**config.mk**
```make
export PLATFORM = sky130hd
export DESIGN_NAME = pce_cfg
export DESIGN_NICKNAME = d
export VERILOG_FILES = /design/src/pce_pkg.sv /design/src/pce_cfg.sv
export SDC_FILE = /design/constraint.sdc
export NUM_CORES = 1
export LEC_CHECK = 0
export ABC_AREA = 1
export BUFFER_PORTS_ARGS = -buffer_cell sky130_fd_sc_hd__buf_2
export CAP_MARGIN = 20
export CORE_ASPECT_RATIO = 1.25
export CORE_UTILIZATION = 30
export CTS_BUF_LIST = sky130_fd_sc_hd__clkbuf_4
export DETAILED_ROUTE_END_ITERATION = 8
export PLACE_DENSITY = 0.62
export SLEW_MARGIN = 30
export SYNTH_ARGS = -nofsm -noshare
export SYNTH_HDL_FRONTEND = slang
export SYNTH_SLANG_ARGS = --single-unit
```
**constraint.sdc**
```tcl
create_clock -name i_clk -period 1.7 [get_ports i_clk]
set_input_delay 0.17 -clock i_clk [delete_from_list [all_inputs] [get_ports i_clk]]
set_output_delay 0.17 -clock i_clk [all_outputs]
set_load 0.1 [all_outputs]
```
**src/pce_pkg.sv**
```systemverilog
`timescale 1ns / 1ps
// ============================================================================
// pce_pkg
// Shared types, constants and helper functions for the palette pixel expander.
// ============================================================================
package pce_pkg;

    localparam int NUM_PALETTES_DEF = 8;
    localparam int TABLE_DEPTH      = 256;
    localparam int PIXEL_W          = 32;
    localparam int CFG_INDEX_W      = 3;
    localparam int CFG_DATA_W       = 20;

    typedef enum logic [1:0] {
        CMD_RENDER      = 2'd0,
        CMD_SET_TABLE   = 2'd1,
        CMD_SET_PALETTE = 2'd2
    } t_cmd;

    typedef enum logic [CFG_INDEX_W-1:0] {
        REG_PIXEL_DEPTH      = 3'd0,
        REG_COLOR_INDEX_MODE = 3'd1,
        REG_PALETTE_SELECT   = 3'd2,
        REG_COMPONENT_WIDTHS = 3'd3,
        REG_COMPONENT_SHIFTS = 3'd4
    } t_reg_index;

    typedef struct packed {
        logic [1:0] command;
        logic [7:0] entry_index;
        logic [7:0] source_byte;
        logic [3:0] palette_number;
        logic [7:0] red;
        logic [7:0] green;
        logic [7:0] blue;
        logic [7:0] alpha;
        logic       line_end;
    } t_in_word;

    typedef struct packed {
        logic [31:0] pixel_data;
        logic [2:0]  byte_count;
        logic        last_of_line;
    } t_out_word;

    typedef struct packed {
        logic [1:0]  pixel_depth;
        logic        color_index_mode;
        logic [2:0]  palette_select;
        logic [15:0] component_widths;
        logic [19:0] component_shifts;
    } t_cfg;

    function automatic logic [31:0] pack_component(
        input logic [7:0] c,
        input logic [3:0] w,
        input logic [4:0] s
    );
        logic [3:0] wc;
        logic [7:0] v;
        wc = (w > 4'd8) ? 4'd8 : w;
        v  = c >> (4'd8 - wc);
        return {24'b0, v} << s;
    endfunction

    function automatic logic [31:0] depth_mask(input logic [1:0] depth);
        logic [31:0] m;
        case (depth)
            2'd0: begin
                m = 32'h0000_00FF;
            end
            2'd1: begin
                m = 32'h0000_FFFF;
            end
            2'd2: begin
                m = 32'h00FF_FFFF;
            end
            default: begin
                m = 32'hFFFF_FFFF;
            end
        endcase
        return m;
    endfunction

endpackage

```
**src/pce_cfg.sv**
```systemverilog
`timescale 1ns / 1ps
// ============================================================================
// pce_cfg
// Configuration register bank written through a plain indexed write port.
// ============================================================================
module pce_cfg (
    input  logic                               i_clk,
    input  logic                               i_rst_n,
    input  logic                               i_cfg_we,
    input  logic [pce_pkg::CFG_INDEX_W-1:0]    i_cfg_index,
    input  logic [pce_pkg::CFG_DATA_W-1:0]     i_cfg_data,
    output pce_pkg::t_cfg                      o_cfg
);

    pce_pkg::t_cfg r_cfg;

    always_ff @(posedge i_clk) begin
        if (!i_rst_n) begin
            r_cfg <= '0;
        end else if (i_cfg_we) begin
            case (i_cfg_index)
                pce_pkg::REG_PIXEL_DEPTH: begin
                    r_cfg.pixel_depth <= i_cfg_data[1:0];
                end
                pce_pkg::REG_COLOR_INDEX_MODE: begin
                    r_cfg.color_index_mode <= i_cfg_data[0];
                end
                pce_pkg::REG_PALETTE_SELECT: begin
                    r_cfg.palette_select <= i_cfg_data[2:0];
                end
                pce_pkg::REG_COMPONENT_WIDTHS: begin
                    r_cfg.component_widths <= i_cfg_data[15:0];
                end
                pce_pkg::REG_COMPONENT_SHIFTS: begin
                    r_cfg.component_shifts <= i_cfg_data[19:0];
                end
                default: begin
                end
            endcase
        end
    end

    assign o_cfg = r_cfg;

endmodule

```
==> results of run 1 <==
[cells in the final DEF, fill, tap and decap left out]
master    instances
dfxtp_1          42
inv_1            21
nand3_1          38
a21oi_1           1
nor2_2            1
buf_4             3
inv_2             1
nor2_1           89
nand2_1          46
nand3b_1          4
buf_2            67
nor2_4            1
clkinv_1          1
clkinv_2          1
clkbuf_4          6
nand2_2           1
[logic make-up after synthesis]
family,after synthesis,synth area share
AO/OA/AOI/OAI,1,0.002842
buffers and inverters,37,0.09246
flip-flops,42,0.4780
AND/OR/NAND/NOR,180,0.4267
[where the power goes]
group          internal [µW]  switching [µW]
Clock                    172             310
Combinational           93.1             383
Sequential              1020            16.4
[final cells by class]
cell class	count	area share
Tap cell	64	0.03689
Timing Repair Buffer	70	0.1648
Clock inverter	2	0.004035
Sequential cell	42	0.3873
Clock buffer	6	0.02075
Inverter	22	0.03804
Multi-Input combinational cell	181	0.3481
[routing by layer]
layer	share of wire	routed length, µm
met1	0.44	1918
met2	0.49	2130
met3	0.055	239
met4	0.0090	39
met5	0	0
[per-stage QoR]
| step | cells | utilization | total power, µW | instance area (µm²) | hold WS (ns) |
|---|---|---|---|---|---|
| 5_1_grt | 387 | 0.3908 | 2106 | 2171 | 0.1321 |
| 6_report | 387 | 0.3908 | 1994 | 2171 | 0.1331 |
| 2_1_floorplan | 260 | - | 1444 | 1759 | 0.3876 |
| 3_5_place_dp | 379 | 0.3811 | 1536 | 2117 | 0.4690 |
| 3_3_place_gp | 379 | 0.3811 | 1533 | 2117 | 0.4615 |
| 4_1_cts | 387 | 0.3908 | 2026 | 2171 | 0.1130 |
[final timing paths]
path / start / end / cells after the start
setup / recovery: o_cfg[2] / o_cfg[2] / 1
hold / removal: i_cfg_data[17] / o_cfg[17] / 4
hold reg to reg: o_cfg[34] / o_cfg[34] / 2
setup reg to reg: o_cfg[39] / o_cfg[39] / 2
==> reports/metrics.cfg, run 1 <==
[final_layout]
largest_reg_flops = 42
multiInputGateArea_um2 = 755.7
area_growth_pct = 23.40
final_layout_size_suffix_gt1_frac = 0.2508
regArea_um2 = 840.8
nFillCells = 648
final_nets = 348
n_antenna_cell = 0

[timing]
fmax_ghz = 0.7659
slew_viol_final = 0
tightest_slew_ns = 0.7054
hold_violations = 0
tns_ns = 0
slew_headroom = 0.5298
timing.final.crit_share = 0.7681
finalCriticalPeriod_ns = 1.306
setup_viol = 0
fin_ws_ns = 0.3943
rsz0062_at_grt = false
fin_worst_skew_ns = 0

[floorplan]
die_x_um = 70.49
die_area_um2 = 6176
initial_core_util = 0.3167
fp.dieH_um = 87.62
io_pins = 68
num_rows = 30
core_area_um2 = 5555

[cts]
cts_made_buffers = 5
path_clk_slew_ns = 0.12
cts_resized = 0
cts_tree = done
hold_buffers = 0
htreeDepth = 2
insertion_delay_ns = 0.34
cts_sinks = 42
clockBufferDepth = 2
cts_setup_buffers = 0
cts-root-buf = clkbuf_4

[detailed_routing]
wire_per_inst_um = 11.18
num_vias = 1709
drc = 6
drt_iter0_drc = 66
routed_wl_um = 4328
viasPerCell = 4.416
antenna_left = 0
drtPass1Iterations = 6

[logic_synthesis]
synth.avg_cell_area_um2 = 6.766
syn_inst = 260
synth_edf_count = 0
ys_top_cells_by_count = 89 x nor2_1, 46 x nand2_1, 42 x dfxtp_1, 38 x nand3_1, 21 x inv_1
synth_top_area_frac = 0.4780
synthArstFlopShare = 0
synth_warnings = 0
synth_most_common_cell = nor2_1
syn_nets = 286
ys_seq_area_frac = 0.4780
synth-main-ff-cell = dfxtp_1
synthesis.area_um2 = 1759
synth_area_leaders = dfxtp_1 48%, nor2_1 19%, nand3_1 11%
ys_types = 15
synth-seq-cells = 42
synth_largest_area_cell = dfxtp_1

[placed_design]
io_buffers = 67
hpwl_um = 2999
routabilityCongestion = 0.6930
pre_cts_ws_ns = 0.4595

[power]
power.density_nw_per_um2 = 918.4
p_leak_uw = 0.001148
max-vdd-ir-drop_uv = 305.7

[grt]
grt_max_degree = 43
grt.busiest_layer = met2
met2_usage = 0.2551
use_met1 = 0.1790
grt_pass1_vias = 1602
grt_pass1_wl_um = 7107
antenna_found_initial = 0
use_met3 = 0.02992
overflow = 0
track_usage = 0.1458

[worst_setup_path]
crit_chain = buf_2
reg2reg_setup_slack_ns = 1.11
cp-end-kind = primary output
path_class = flop to primary output
slowest_stage = buf_2
cp-start-kind = flop
arrival_ns = 1.14
cp.required_ns = 1.53
worstPathMaxFanout = 2
cp_top_family = buffers and inverters
slowest_delay_ns = 0.43
crit_buf_inv = 1

[outcome]
violations = design-rule violations
status = complete, but fails checks

[run]
cap_viol_max_count = 0

[min_path]
hold_class = input pin to flop

Power figures use the tool's default switching activity.
==> run 2, diff against run 1 <==
--- a/config.mk
+++ b/config.mk
@@ -12,7 +12,7 @@
 export CORE_UTILIZATION = 30
 export CTS_BUF_LIST = sky130_fd_sc_hd__clkbuf_4
 export DETAILED_ROUTE_END_ITERATION = 8
-export PLACE_DENSITY = 0.62
+export PLACE_DENSITY = 0.63
 export SLEW_MARGIN = 30
 export SYNTH_ARGS = -nofsm -noshare
 export SYNTH_HDL_FRONTEND = slang
==> constraint.sdc (replaced) <==
create_clock -name i_clk -period 1.2 [get_ports i_clk]
set_input_delay 0.12 -clock i_clk [delete_from_list [all_inputs] [get_ports i_clk]]
set_output_delay 0.12 -clock i_clk [all_outputs]
set_load 0.1 [all_outputs]
==> reports/metrics.cfg, run 2 (synthesis results as in run 1) <==
[power]
comb_power_share = 0.236  ; -0.003
max-vdd-ir-drop_uv = 379.4  ; +24%
internal-power_uw = 2132  ; +66%
clkPwrFrac = 0.296  ; +0.054
swShare = 0.3242  ; -0.03206
p_leak_uw = 0.001221  ; +6.4%
p_sw_uw = 1023  ; +44%
power.density_nw_per_um2 = 1273  ; +39%
seqPwrFrac = 0.469  ; -0.050

[final_layout]
mostFrequentLayoutCells = 89 x nor2_1, 46 x nand2_1, 41 x dfxtp_2
final_layout_size_suffix_gt1_frac = 0.3865  ; +0.1357
area_growth_pct = 40.90
finalInstanceArea_um2 = 2479  ; +14%
final_nets = 351  ; +0.86%
nFillCells = 589  ; -9.1%
largest_reg_flops = 42  ; unchanged
layout_commonest_cell = nor2_1
n_antenna_cell = 0  ; unchanged

[timing]
rsz0062_at_grt = false
tightest_slew_ns = 0.3095  ; -0.3959 ns
slew_headroom = 0.7934  ; +0.2636
setup_viol = 0  ; unchanged
timing.final.crit_share = 0.9313
fin_worst_skew_ns = 0  ; unchanged
finalCriticalPeriod_ns = 1.118
slew_viol_final = 0  ; unchanged
fmax_ghz = 0.8948
hold_violations = 0  ; unchanged
tns_ns = 0  ; unchanged

[worst_setup_path]
cp.depth = 1  ; unchanged
crit_buf_inv = 1  ; unchanged
cp-start-kind = flop
r2r_start = o_cfg[39]
reg2reg_setup_slack_ns = 0.56  ; -0.55 ns
r2r_cells = 2  ; unchanged
cp-end-kind = primary output
arrival_ns = 1.00  ; -0.14 ns
slowest_stage = dfxtp_2
r2r-end = o_cfg[39]
crit_chain = buf_4
worstPathMaxFanout = 2  ; unchanged
cp.required_ns = 1.08  ; -0.45 ns
slowest_delay_ns = 0.36  ; -0.07 ns
startpoint = o_cfg[4]
crit_path_end = o_cfg[4]
path_class = flop to primary output
cp_top_family = flip-flops

[cts]
cts_tree = done
hold_buffers = 0  ; unchanged
cts_resized = 40  ; +40
insertion_delay_ns = 0.34  ; about the same
htreeDepth = 2  ; unchanged
path_clk_slew_ns = 0.13  ; about the same
clockBufferDepth = 2  ; unchanged
cts_sinks = 42  ; unchanged
cts_setup_buffers = 0  ; unchanged
cts_made_buffers = 5  ; unchanged
cts-root-buf = clkbuf_4

[min_path]
hold_start = i_cfg_data[10]
hold_class = input pin to flop

[placed_design]
hpwl_um = 3141  ; +4.7%
routabilityCongestion = 0.7521  ; +8.5%
postPlaceCellArea_um2 = 2296  ; +8.5%
io_buffers = 67  ; unchanged

[floorplan]
core_area_um2 = 5555  ; unchanged
initial_core_util = 0.3167  ; unchanged
fp.dieH_um = 87.62  ; unchanged
die_area_um2 = 6176  ; unchanged
num_rows = 30  ; unchanged
die_x_um = 70.49  ; unchanged
io_pins = 68  ; unchanged

[grt]
track_usage = 0.1517  ; +0.005912
grt_pass1_vias = 1560  ; -2.6%
antenna_found_initial = 0  ; unchanged
grt_max_degree = 32  ; -26%
overflow = 0  ; unchanged
grt_pass1_wl_um = 7320  ; +3.0%

[detailed_routing]
num_vias = 1764  ; +3.2%
viasPerCell = 4.523  ; +2.4%
antenna_left = 0  ; unchanged
routed_wl_um = 4491  ; +3.8%
drtPass1Iterations = 6  ; unchanged
drc = 4  ; -2
wire_per_inst_um = 11.52  ; +3.0%
drt_iter0_drc = 88  ; +33%

[outcome]
status = complete, but fails checks
violations = design-rule violations

[run]
cap_viol_max_count = 0  ; unchanged

run 2: routing by layer:
| layer | global-route usage | part of all wire | vias to the layer above |
|---|---|---|---|
| met5 | 0 | 0 | - |
| met4 | 0.07792 | 0.021 | 0 |
| met3 | 0.03107 | 0.042 | 6 |
| met2 | 0.2577 | 0.50 | 43 |
| met1 | 0.1825 | 0.44 | 793 |
| li1 | - | - | 922 |
run 2: layout make-up:
| type | count | area, µm² | share of cell area |
|---|---|---|---|
| clock buffers | 7 | 52.55 | 0.02120 |
| multi-input cells | 181 | 755.7 | 0.3049 |
| flip-flops and latches | 42 | 892.1 | 0.3599 |
| repair buffers | 73 | 585.6 | 0.2362 |
| clock inverters | 1 | 30.03 | 0.01212 |
| inverters | 22 | 82.58 | 0.03332 |
| well taps | 64 | 80.08 | 0.03231 |
run 2: how the worst min path moves through the flow:
stage | end | slack (ns) | cells past startpoint
after floorplan | o_cfg[16] | 0.34 | 3
after global placement | o_cfg[18] | 0.43 | 4
after detailed placement | o_cfg[16] | 0.44 | 4
after CTS | o_cfg[10] | 0.08 | 5
after global routing | o_cfg[18] | 0.08 | 4
final | o_cfg[10] | 0.10 | 5
run 2: through the flow:
step | hold WS (ns) | util | total power (µW) | instances | worst slack (ns)
2_1_floorplan | 0.3375 | - | 2058 | 260 | 0.02129
3_3_place_gp | 0.4279 | 0.4133 | 2224 | 382 | 0.2347
3_5_place_dp | 0.4437 | 0.4133 | 2228 | 382 | 0.1985
4_1_cts | 0.08492 | 0.4462 | 3188 | 390 | 0.07138
5_1_grt | 0.07588 | 0.4462 | 3319 | 390 | 0.03196
6_report | 0.1020 | 0.4462 | 3155 | 390 | 0.08240
run 2: power groups by stage:
stage	Sequential, µW	Combinational [µW]	Clock (µW)
detailed placement	1510	719	0
finish	1480	743	932
CTS	1480	747	961
global route	1490	790	1040
global placement	1510	716	0
floorplan	1860	198	0
==> run 3, diff against run 2 <==
--- a/config.mk
+++ b/config.mk
@@ -6,13 +6,13 @@
 export NUM_CORES = 1
 export LEC_CHECK = 0
 export ABC_AREA = 1
-export BUFFER_PORTS_ARGS = -buffer_cell sky130_fd_sc_hd__buf_2
+export BUFFER_PORTS_ARGS = -buffer_cell sky130_fd_sc_hd__buf_4
 export CAP_MARGIN = 20
 export CORE_ASPECT_RATIO = 1.25
 export CORE_UTILIZATION = 30
 export CTS_BUF_LIST = sky130_fd_sc_hd__clkbuf_4
 export DETAILED_ROUTE_END_ITERATION = 8
-export PLACE_DENSITY = 0.63
+export PLACE_DENSITY = 0.62
 export SLEW_MARGIN = 30
 export SYNTH_ARGS = -nofsm -noshare
 export SYNTH_HDL_FRONTEND = slang
==> constraint.sdc (replaced) <==
create_clock -name i_clk -period 1.1 [get_ports i_clk]
set_input_delay 0.11 -clock i_clk [delete_from_list [all_inputs] [get_ports i_clk]]
set_output_delay 0.11 -clock i_clk [all_outputs]
set_load 0.1 [all_outputs]
==> reports/metrics.cfg, run 3 (synthesis results as in run 1) <==
[outcome]
status = complete, but fails checks
violations = design-rule violations

[grt]
track_usage = 0.1534  ; +0.001678
grt_pass1_wl_um = 7424  ; +1.4%
antenna_found_initial = 0  ; unchanged
grt_max_degree = 43  ; +34%
grt_pass1_vias = 1694  ; +8.6%
overflow = 0  ; unchanged

[floorplan]
core_area_um2 = 5555  ; unchanged
initial_core_util = 0.3167  ; unchanged
io_pins = 68  ; unchanged
die_x_um = 70.49  ; unchanged
fp.dieH_um = 87.62  ; unchanged
die_area_um2 = 6176  ; unchanged
num_rows = 30  ; unchanged

[worst_setup_path]
cp.depth = 1  ; unchanged
reg2reg_setup_slack_ns = 0.49  ; -0.07 ns
crit_chain = buf_6
slowest_stage = dfxtp_2
cp_top_family = flip-flops
arrival_ns = 0.95  ; -0.05 ns
path_class = flop to primary output
cp-end-kind = primary output
r2r_start = o_cfg[39]
worstPathMaxFanout = 2  ; unchanged
r2r_cells = 2  ; unchanged
crit_buf_inv = 1  ; unchanged
crit_path_end = o_cfg[37]
r2r-end = o_cfg[39]
startpoint = o_cfg[37]
cp-start-kind = flop
slowest_delay_ns = 0.37  ; about the same
cp.required_ns = 0.99  ; -0.09 ns

[final_layout]
multiInputGateArea_um2 = 755.7  ; unchanged
final_layout_size_suffix_gt1_frac = 0.3865  ; unchanged
mostFrequentLayoutCells = 89 x nor2_1, 46 x nand2_1, 42 x dfxtp_2
n_antenna_cell = 0  ; unchanged
stdcell_count = 390  ; unchanged
regArea_um2 = 893.4  ; +0.14%
area_growth_pct = 49.86
largest_reg_flops = 42  ; unchanged
layout_commonest_cell = nor2_1
utilization = 0.4746  ; +0.02838
nFillCells = 575  ; -2.4%
final_nets = 351  ; unchanged

[cts]
clockBufferDepth = 2  ; unchanged
insertion_delay_ns = 0.35  ; about the same
cts_made_buffers = 5  ; unchanged
htreeDepth = 2  ; unchanged
cts-root-buf = clkbuf_4
path_clk_slew_ns = 0.13  ; about the same
cts_sinks = 42  ; unchanged
hold_buffers = 0  ; unchanged
cts_tree = done

[detailed_routing]
drc = 6  ; +2
viasPerCell = 4.523  ; unchanged
routed_wl_um = 4494  ; about the same
drt_iter0_drc = 92  ; +4.5%
antenna_left = 0  ; unchanged
wire_per_inst_um = 11.52  ; about the same
drtPass1Iterations = 6  ; unchanged
num_vias = 1764  ; unchanged

[timing]
hold_violations = 0  ; unchanged
setup_viol = 0  ; unchanged
fmax_ghz = 0.9446
timing.final.crit_share = 0.9624
finalCriticalPeriod_ns = 1.059
holdWs_ns = 0.06948  ; -0.03248 ns
fin_worst_skew_ns = 0  ; unchanged
slew_headroom = 0.7190  ; -0.07436
slew_viol_final = 0  ; unchanged
tightest_slew_ns = 0.4215  ; +0.1120 ns

[placed_design]
routabilityCongestion = 0.7219  ; -4.0%
io_buffers = 67  ; unchanged
dp_cells = 382  ; unchanged
hpwl_um = 3092  ; -1.6%

[run]
cap_viol_max_count = 0  ; unchanged

[power]
max-vdd-ir-drop_uv = 390.8  ; +3.0%
power.density_nw_per_um2 = 1220  ; -4.1%
p_leak_uw = 0.001249  ; +2.3%

[min_path]
hold_class = input pin to flop

==> run 3: area by class of cell <==
type,count,share of cell area
clock buffer,5,0.01424
multi-input combinational,181,0.2867
timing repair buffer,73,0.2924
clock inverter,3,0.006170
sequential,42,0.3389
tap,64,0.03037
inverter,22,0.03132
==> run 3: power breakdown <==
| part | leakage [µW] | switching, µW | internal, µW |
|---|---|---|---|
| logic | 0.000860 | 599 | 258 |
| clock network | 0.0000286 | 500 | 238 |
| registers | 0.000361 | 38.9 | 1580 |
| total | 0.00125 | 1140 | 2080 |
==> run 3: stage by stage <==
stage	cell area, µm²	power (µW)	worst slack (ns)	setup TNS [ns]
after floorplan	1812	2246	0.2033	0
after global placement	2410	2467	0.1649	0
after detailed placement	2410	2472	0.1441	0
after CTS	2584	3250	0.0007261	0
after global routing	2636	3395	-0.006432	-0.006432
final	2636	3217	0.04131	0
==> run 3: worst min-delay path by stage <==
stage	from	to	slack, ns	cells after the start
final	i_cfg_data[18]	o_cfg[18]	0.07	4
after global routing	i_cfg_data[12]	o_cfg[12]	0.08	5
after CTS	i_cfg_data[18]	o_cfg[18]	0.06	4
after detailed placement	i_cfg_data[17]	o_cfg[17]	0.43	4
after global placement	i_cfg_data[18]	o_cfg[18]	0.43	4
after floorplan	i_cfg_data[16]	o_cfg[16]	0.33	3
==> run 3: routing by layer <==
metal  vias up  share of wire  track usage
li1        919              -            -
met1       784           0.43       0.1809
met2        56           0.50       0.2727
met3         5          0.054      0.03222
met4         0          0.013      0.06122
met5         -              0            0
==> run 3: repair_timing <==
item                       4_1_cts  5_1_grt
pin swaps                        0        0
gates resized for setup         32       14
setup endpoints to repair       32       14
buffers inserted                 0        0
